## config.mk

```make
export PLATFORM = sky130hd
export DESIGN_NAME = stcm_isqrt
export DESIGN_NICKNAME = d
export VERILOG_FILES = /design/src/rtl/sphere_texture_coordinate_mapper_core_defines.svh /design/src/rtl/stcm_isqrt.sv
export SDC_FILE = /design/constraint.sdc
export NUM_CORES = 2
export LEC_CHECK = 0
export CAP_MARGIN = 5
export CORE_ASPECT_RATIO = 0.5
export CORE_MARGIN = 3
export CORE_UTILIZATION = 50
export CTS_BUF_LIST = sky130_fd_sc_hd__clkbuf_16
export CTS_CLUSTER_SIZE = 24
export DETAILED_ROUTE_END_ITERATION = 6
export DONT_BUFFER_PORTS = 1
export GPL_TIMING_DRIVEN = 0
export HOLD_SLACK_MARGIN = 0.12
export PLACE_DENSITY_LB_ADDON = 0.1
export REMOVE_ABC_BUFFERS = 1
export SYNTH_ARGS = -nofsm -noshare
export SYNTH_HDL_FRONTEND = slang
export SYNTH_SLANG_ARGS = --single-unit
```

## constraint.sdc

```tcl
create_clock -name clk_i -period 3.14 [get_ports clk_i]
set_input_delay 0.314 -clock clk_i [delete_from_list [all_inputs] [get_ports clk_i]]
set_output_delay 0.314 -clock clk_i [all_outputs]
set_load 0.01 [all_outputs]
```

## src/rtl/sphere_texture_coordinate_mapper_core_defines.svh

```systemverilog
// Assertion macros used by the RTL of the sphere mapper core.
`ifndef SPHERE_TEXTURE_COORDINATE_MAPPER_CORE_DEFINES_SVH
`define SPHERE_TEXTURE_COORDINATE_MAPPER_CORE_DEFINES_SVH

`ifndef ASSERT_OFF
// Same-cycle implication.
`define ASSERT_IMPLY(lbl, clk, rst_n, pre, post) \
  lbl: assert property (@(posedge clk) disable iff (!rst_n) (pre) |-> (post)) \
    else $error("assertion failed");
// Next-cycle implication.
`define ASSERT_NEXT(lbl, clk, rst_n, pre, post) \
  lbl: assert property (@(posedge clk) disable iff (!rst_n) (pre) |=> (post)) \
    else $error("assertion failed");
`else
`define ASSERT_IMPLY(lbl, clk, rst_n, pre, post)
`define ASSERT_NEXT(lbl, clk, rst_n, pre, post)
`endif

`endif

```

## src/rtl/stcm_isqrt.sv

```systemverilog
module stcm_isqrt #(
  parameter int OUT_W  = 23,
  parameter int SIDE_W = 1
) (
  input  logic                 clk_i,
  input  logic                 rst_ni,
  input  logic                 en_i,
  input  logic                 valid_i,
  input  logic [2*OUT_W-1:0]   rad_i,
  input  logic [SIDE_W-1:0]    side_i,
  output logic                 valid_o,
  output logic [OUT_W-1:0]     root_o,
  output logic [SIDE_W-1:0]    side_o
);

  localparam int RemW = 2*OUT_W + 1;

  logic [OUT_W:0]      vld_q;
  logic [RemW-1:0]     rem_q  [OUT_W];
  logic [RemW-1:0]     rem_d  [OUT_W];
  logic [OUT_W-1:0]    root_q [OUT_W+1];
  logic [OUT_W-1:0]    root_d [OUT_W];
  logic [SIDE_W-1:0]   side_q [OUT_W+1];

  // One result bit per stage, most significant first
  always_comb begin
    logic [RemW-1:0] trial;
    for (int k = 0; k < OUT_W; k++) begin
      trial = (RemW'(root_q[k]) << (OUT_W - k)) | (RemW'(1) << (2*(OUT_W-1-k)));
      if (rem_q[k] >= trial) begin
        rem_d[k]  = rem_q[k] - trial;
        root_d[k] = root_q[k] | (OUT_W'(1) << (OUT_W-1-k));
      end else begin
        rem_d[k]  = rem_q[k];
        root_d[k] = root_q[k];
      end
    end
  end

  // Advance valid bits
  always_ff @(posedge clk_i or negedge rst_ni) begin
    if (!rst_ni) begin
      vld_q <= '0;
    end else if (en_i) begin
      vld_q <= {vld_q[OUT_W-1:0], valid_i};
    end
  end

  // Advance stage data
  always_ff @(posedge clk_i) begin
    if (en_i) begin
      rem_q[0]  <= {1'b0, rad_i};
      root_q[0] <= '0;
      side_q[0] <= side_i;
      for (int k = 0; k < OUT_W; k++) begin
        if (k < OUT_W-1) begin
          rem_q[k+1] <= rem_d[k];
        end
        root_q[k+1] <= root_d[k];
        side_q[k+1] <= side_q[k];
      end
    end
  end

  assign valid_o = vld_q[OUT_W];
  assign root_o  = root_q[OUT_W];
  assign side_o  = side_q[OUT_W];

endmodule

```

-- Word level (Yosys, flattened, before mapping)
Memories as Yosys holds them, arrays and structs flattened.
Index checks and enable logic that the tools add are counted.
- add/subtract/negate cells: 22
- magnitude comparators: 23
- muxes and demuxes: 47
- operator list (kind ; count):
    2-to-1 mux 47 bit ; 22
    greater-or-equal comparator 47 x 24 -> 1 bit ; 1
    greater-or-equal comparator 47 x 25 -> 1 bit ; 1
    greater-or-equal comparator 47 x 26 -> 1 bit ; 1
    greater-or-equal comparator 47 x 27 -> 1 bit ; 1
    greater-or-equal comparator 47 x 28 -> 1 bit ; 1
    greater-or-equal comparator 47 x 29 -> 1 bit ; 1
    greater-or-equal comparator 47 x 30 -> 1 bit ; 1
    greater-or-equal comparator 47 x 31 -> 1 bit ; 1
    greater-or-equal comparator 47 x 32 -> 1 bit ; 1
    greater-or-equal comparator 47 x 33 -> 1 bit ; 1
    greater-or-equal comparator 47 x 34 -> 1 bit ; 1
    greater-or-equal comparator 47 x 35 -> 1 bit ; 1
    greater-or-equal comparator 47 x 36 -> 1 bit ; 1
    greater-or-equal comparator 47 x 37 -> 1 bit ; 1
    greater-or-equal comparator 47 x 38 -> 1 bit ; 1
    greater-or-equal comparator 47 x 39 -> 1 bit ; 1
    greater-or-equal comparator 47 x 40 -> 1 bit ; 1
    greater-or-equal comparator 47 x 41 -> 1 bit ; 1
    greater-or-equal comparator 47 x 42 -> 1 bit ; 1
    greater-or-equal comparator 47 x 43 -> 1 bit ; 1
    greater-or-equal comparator 47 x 44 -> 1 bit ; 1
    greater-or-equal comparator 47 x 45 -> 1 bit ; 1
    greater-or-equal comparator 47 x 46 -> 1 bit ; 1
    45 further kinds ; 47
- flip-flop bits (word level): 24
- RAM bits: 1657
- bits of input ports: 51
- output and inout bits: 25
- memories: 3
- memory list (memory ; depth ; bits a word ; rd ports ; clocked after memory_dff ; wr ports ; RTL line ; RTL):
    rem_q ; 23 ; 47 ; 23 ; 0 ; 23 ; stcm_isqrt.sv:19 ; logic [RemW-1:0] rem_q [OUT_W];
    root_q ; 24 ; 23 ; 24 ; 0 ; 24 ; stcm_isqrt.sv:21 ; logic [OUT_W-1:0] root_q [OUT_W+1];
    side_q ; 24 ; 1 ; 24 ; 0 ; 24 ; stcm_isqrt.sv:23 ; logic [SIDE_W-1:0] side_q [OUT_W+1];

-- Longest topological paths before layout
An unclocked memory read counts as a cell.
- depth in word-level cells: 3
- mapped depth: 14
- depth with buffers taken out: 11

-- Worst setup path after synthesis
No wires, ideal clock.
- path kind: flip-flop to flip-flop
- from: memory rem_q[2][81] in the netlist's numbering
- to: memory rem_q[2][136] in the netlist's numbering, data pin
- setup time: 258 ps
- data arrival time: 3077 ps
- required time: 2882 ps
- setup slack: -194 ps
- cell stages (with the launch flop): 11
- buffers on the path: 1
- cells stage by stage: edfxtp_1 > or4_4 > or4b_4 > or3_1 > or3_4 > a211oi_4 > inv_2 > buf_6 > and4b_1 > o31a_1 > xor2_1
- RTL lines (item ; RTL line):
    from (decl) ; stcm_isqrt.sv:19

==> flow_metrics.env <==
export IMPL_status="complete, but fails checks"
export IMPL_violations="negative hold slack, negative setup slack"
export IMPL_synth_top_family_by_area="simple AND/OR/NAND/NOR gates"
export IMPL_syn_cell_area_um2=65700
export IMPL_drtAntennaViolNets=0
export IMPL_setup_ws_ps=-385
export IMPL_drtIter0Drc=2520
export IMPL_worst_pin_slew_ps=1110
export IMPL_core_um2=130000
export IMPL_maxCapViolations=0
export IMPL_cts_clk_slew_worst_paths_ps=60
export IMPL_ys_seq_elements=1404
export IMPL_cts_buffers=131
export IMPL_dr_pass1_iters=7
export IMPL_cts_max_level=4
export IMPL_fmax_mhz=284
export IMPL_rsz0062_at_grt="true"
export IMPL_ys_types=82
export IMPL_yosysWarnings=0
export IMPL_async_reset_ff_share_pct=1.71
export IMPL_synth_compound_area_share_pct=8.67
export IMPL_synth_area_per_cell_um2=12.9
export IMPL_via_count=40155
export IMPL_pin_count=76
export IMPL_final_hold_viol_count=191
export IMPL_grt_ovfl_total=0
export IMPL_insertedDiodeCount=0
export IMPL_arrival_ps=4010
export IMPL_fin_crit_ps=3520
export IMPL_ir_drop_mv=0.537
export IMPL_cts_tree="built"
export IMPL_leakagePower_nw=28.6
export IMPL_synth_simple_area_share_pct=11.7
export IMPL_fillerInstances=9825
export IMPL_num_rows=93
export IMPL_startpoint_type="flop"
export IMPL_grt_max_degree=1405
export IMPL_fin_setup_tns_ps=-8660
export IMPL_synth_area_mux_share_pct=1.23
export IMPL_timing_hold_ws_ps=-331
export IMPL_die_w_um=518
export IMPL_final_max_slew_viol_count=0
export IMPL_wire_per_inst_um=18.6
export IMPL_drive_gt1_share_pct=13.9
export IMPL_crit_path_end_kind="flop"
export IMPL_antenna_found_initial=1
export IMPL_syn_inst=5073
export IMPL_cp_required_ps=3630
export IMPL_die_y_um=262
export IMPL_initial_core_util_pct=50.7
export IMPL_layout_nets=5762
export IMPL_grtUsageTotal_pct=19.4
export IMPL_synth_ff_type="edfxtp_1"
export IMPL_grt_pass1_wl_um=213000
export IMPL_cts_sink_count=1404
export IMPL_syn_to_final_growth_pct=17.2
export IMPL_insertion_delay_ps=750
export IMPL_totalWireLength_um=136000
export IMPL_dp_hpwl_um=87800
export IMPL_synthAdderAreaFrac_pct=5.62
export IMPL_slew_headroom_pct=25.5
export IMPL_min_path_type="primary input to flop"
export IMPL_yosysSeqAreaShare_pct=64.0
export IMPL_hold_buffers=109
export IMPL_die_area_um2=136000
export IMPL_finalCritPeriodShare_pct=112
export IMPL_setup_viol=54
export IMPL_place_congestion=0.939
export IMPL_path_max_fanout=2
export IMPL_synth_edf_count=1380
export IMPL_worstSetupPathType="flop to flop"
export IMPL_synth_xor_area_share_pct=6.02
export IMPL_viasPerCell=5.52
export IMPL_clockBufferDepth=3
export IMPL_drc=0
export IMPL_grt_pass1_vias=41584
export IMPL_cts_root_buf="clkbuf_16"
export IMPL_power_density_nw_per_um2=653
export IMPL_fin_skew_ps=42.4
export IMPL_numPortBuffers=0
-- metrics by stage --
step                power [mW]  instance area (um2)  setup WS, ps  std cells  util (%)
finish                    50.2                77000          -385       7276      59.4
global route              52.8                77000          -404       7276      59.4
CTS                       49.7                75100          -391       7195      58.0
detailed placement        33.1                67600         -1620       6742      52.2
global placement          32.9                67500         -4330       6733      52.1
floorplan                 30.8                65300         -2000       4976         -
-- cells in the final DEF, fill, tap and decap left out, types with 63 or more instances in the layout --
master,count
xor2_1,210
inv_1,389
buf_4,143
a21o_1,108
xnor2_1,234
nand3_1,63
ha_1,253
clkbuf_16,137
edfxtp_1,1380
o21ai_0,215
a21oi_1,258
nor3_1,119
nor2_1,278
dlygate4sd3_1,108
nand2_1,311
nor4_1,138
nand4_1,80
-- flip-flops by register name (all words and copies together) (netlist names) --
name and flops:
side_q 24, root_q 276, vld_q 24, rem_q 1080
-- worst paths after layout --
check	from	cells after the start	endpoint	slack [ps]
worst max register to register	rem_q[2][75]$_DFFE_PP_	11	rem_q[2][129]$_DFFE_PP_	-380
worst min-delay path	en_i	0	rem_q[0][45]$_DFFE_PP_	-330
worst min register to register	side_q[2][1]$_DFFE_PP_	0	side_q[2][2]$_DFFE_PP_	420
max in group asynchronous	rst_ni	3	vld_q[6]$_DFFE_PN0P_	1580
worst max-delay path	rem_q[2][75]$_DFFE_PP_	11	rem_q[2][129]$_DFFE_PP_	-380
min in group asynchronous	rst_ni	3	vld_q[19]$_DFFE_PN0P_	900
-- cells in the mapped netlist, drive strengths merged (14+ instances only) --
library cell / number / area, um2
edfxtp: 1380 / 41400
inv: 370 / 1390
nand2: 334 / 1250
ha: 295 / 3690
nor2: 289 / 1080
a21oi: 270 / 1350
o21ai: 252 / 1260
xnor2: 240 / 2100
xor2: 211 / 1850
nor4: 166 / 1040
nor3: 149 / 751
a21o: 109 / 818
clkbuf: 83 / 312
nand4: 80 / 500
nand3: 72 / 360
mux2: 64 / 721
or3: 60 / 380
or4: 60 / 454
nand2b: 56 / 350
nor2b: 54 / 338
o21a: 43 / 323
and3: 34 / 213
o21bai: 33 / 248
a211oi: 25 / 200
dfrtp: 24 / 601
o31ai: 22 / 165
and2: 18 / 113
a31oi: 16 / 100
nor4b: 16 / 140
a2111oi: 15 / 150
nand3b: 15 / 113
buf: 14 / 66.3
nand4b: 14 / 123
o211ai: 14 / 105
-- critical path: stages, from the launching register on --
cell and delay (ps):
edfxtp_1 440, ha_4 290, or4b_4 480, or3_4 390, nor3_4 310, or3_4 220
a211oi_4 40, buf_12 170, buf_8 110, or3_4 350, a2111o_1 320, xnor2_1 140
-- report_power, final --
group | internal [mW] | switching (mW)
registers | 23.4 | 1.59
logic | 4.37 | 5.41
clock network | 8.44 | 7.05
total | 36.2 | 14.0
-- cell families after synthesis --
family / Yosys count
and+or+nand+nor: 1474
DFF: 1404
AOI/OAI and AO/OA: 908
buffers and inverters: 467
xor gates and xnor gates: 451
adders and majority gates: 295
muxes: 73
other: 1
-- routing by layer --
layer	up-vias	global-route usage [%]	share of wire [%]
met3	394	2.90	3.1
li1	19786	-	-
met4	0	11.5	6.0
met1	19088	20.3	38
met5	-	0	0
met2	887	36.6	53
-- layout make-up --
type / instances / area (um2) / area share (%)
clock buffer: 132 / 3300 / 4.29
clock inverter: 104 / 912 / 1.19
inverter: 370 / 1410 / 1.83
multi-input combinational: 3211 / 24200 / 31.4
sequential: 1404 / 42000 / 54.6
tap: 1757 / 2200 / 2.86
timing repair buffer: 295 / 2910 / 3.78
timing repair inverter: 3 / 22.5 / 0.0293
-- what timing repair did --
item,4_1_cts,5_1_grt
gates cloned,16,7
buffers inserted,97,73
endpoints found under the setup margin,480,578
endpoints found under the hold margin,673,191
resized for setup,255,222
pin swaps,69,73
No activity file was read; power rests on OpenSTA's default activity.
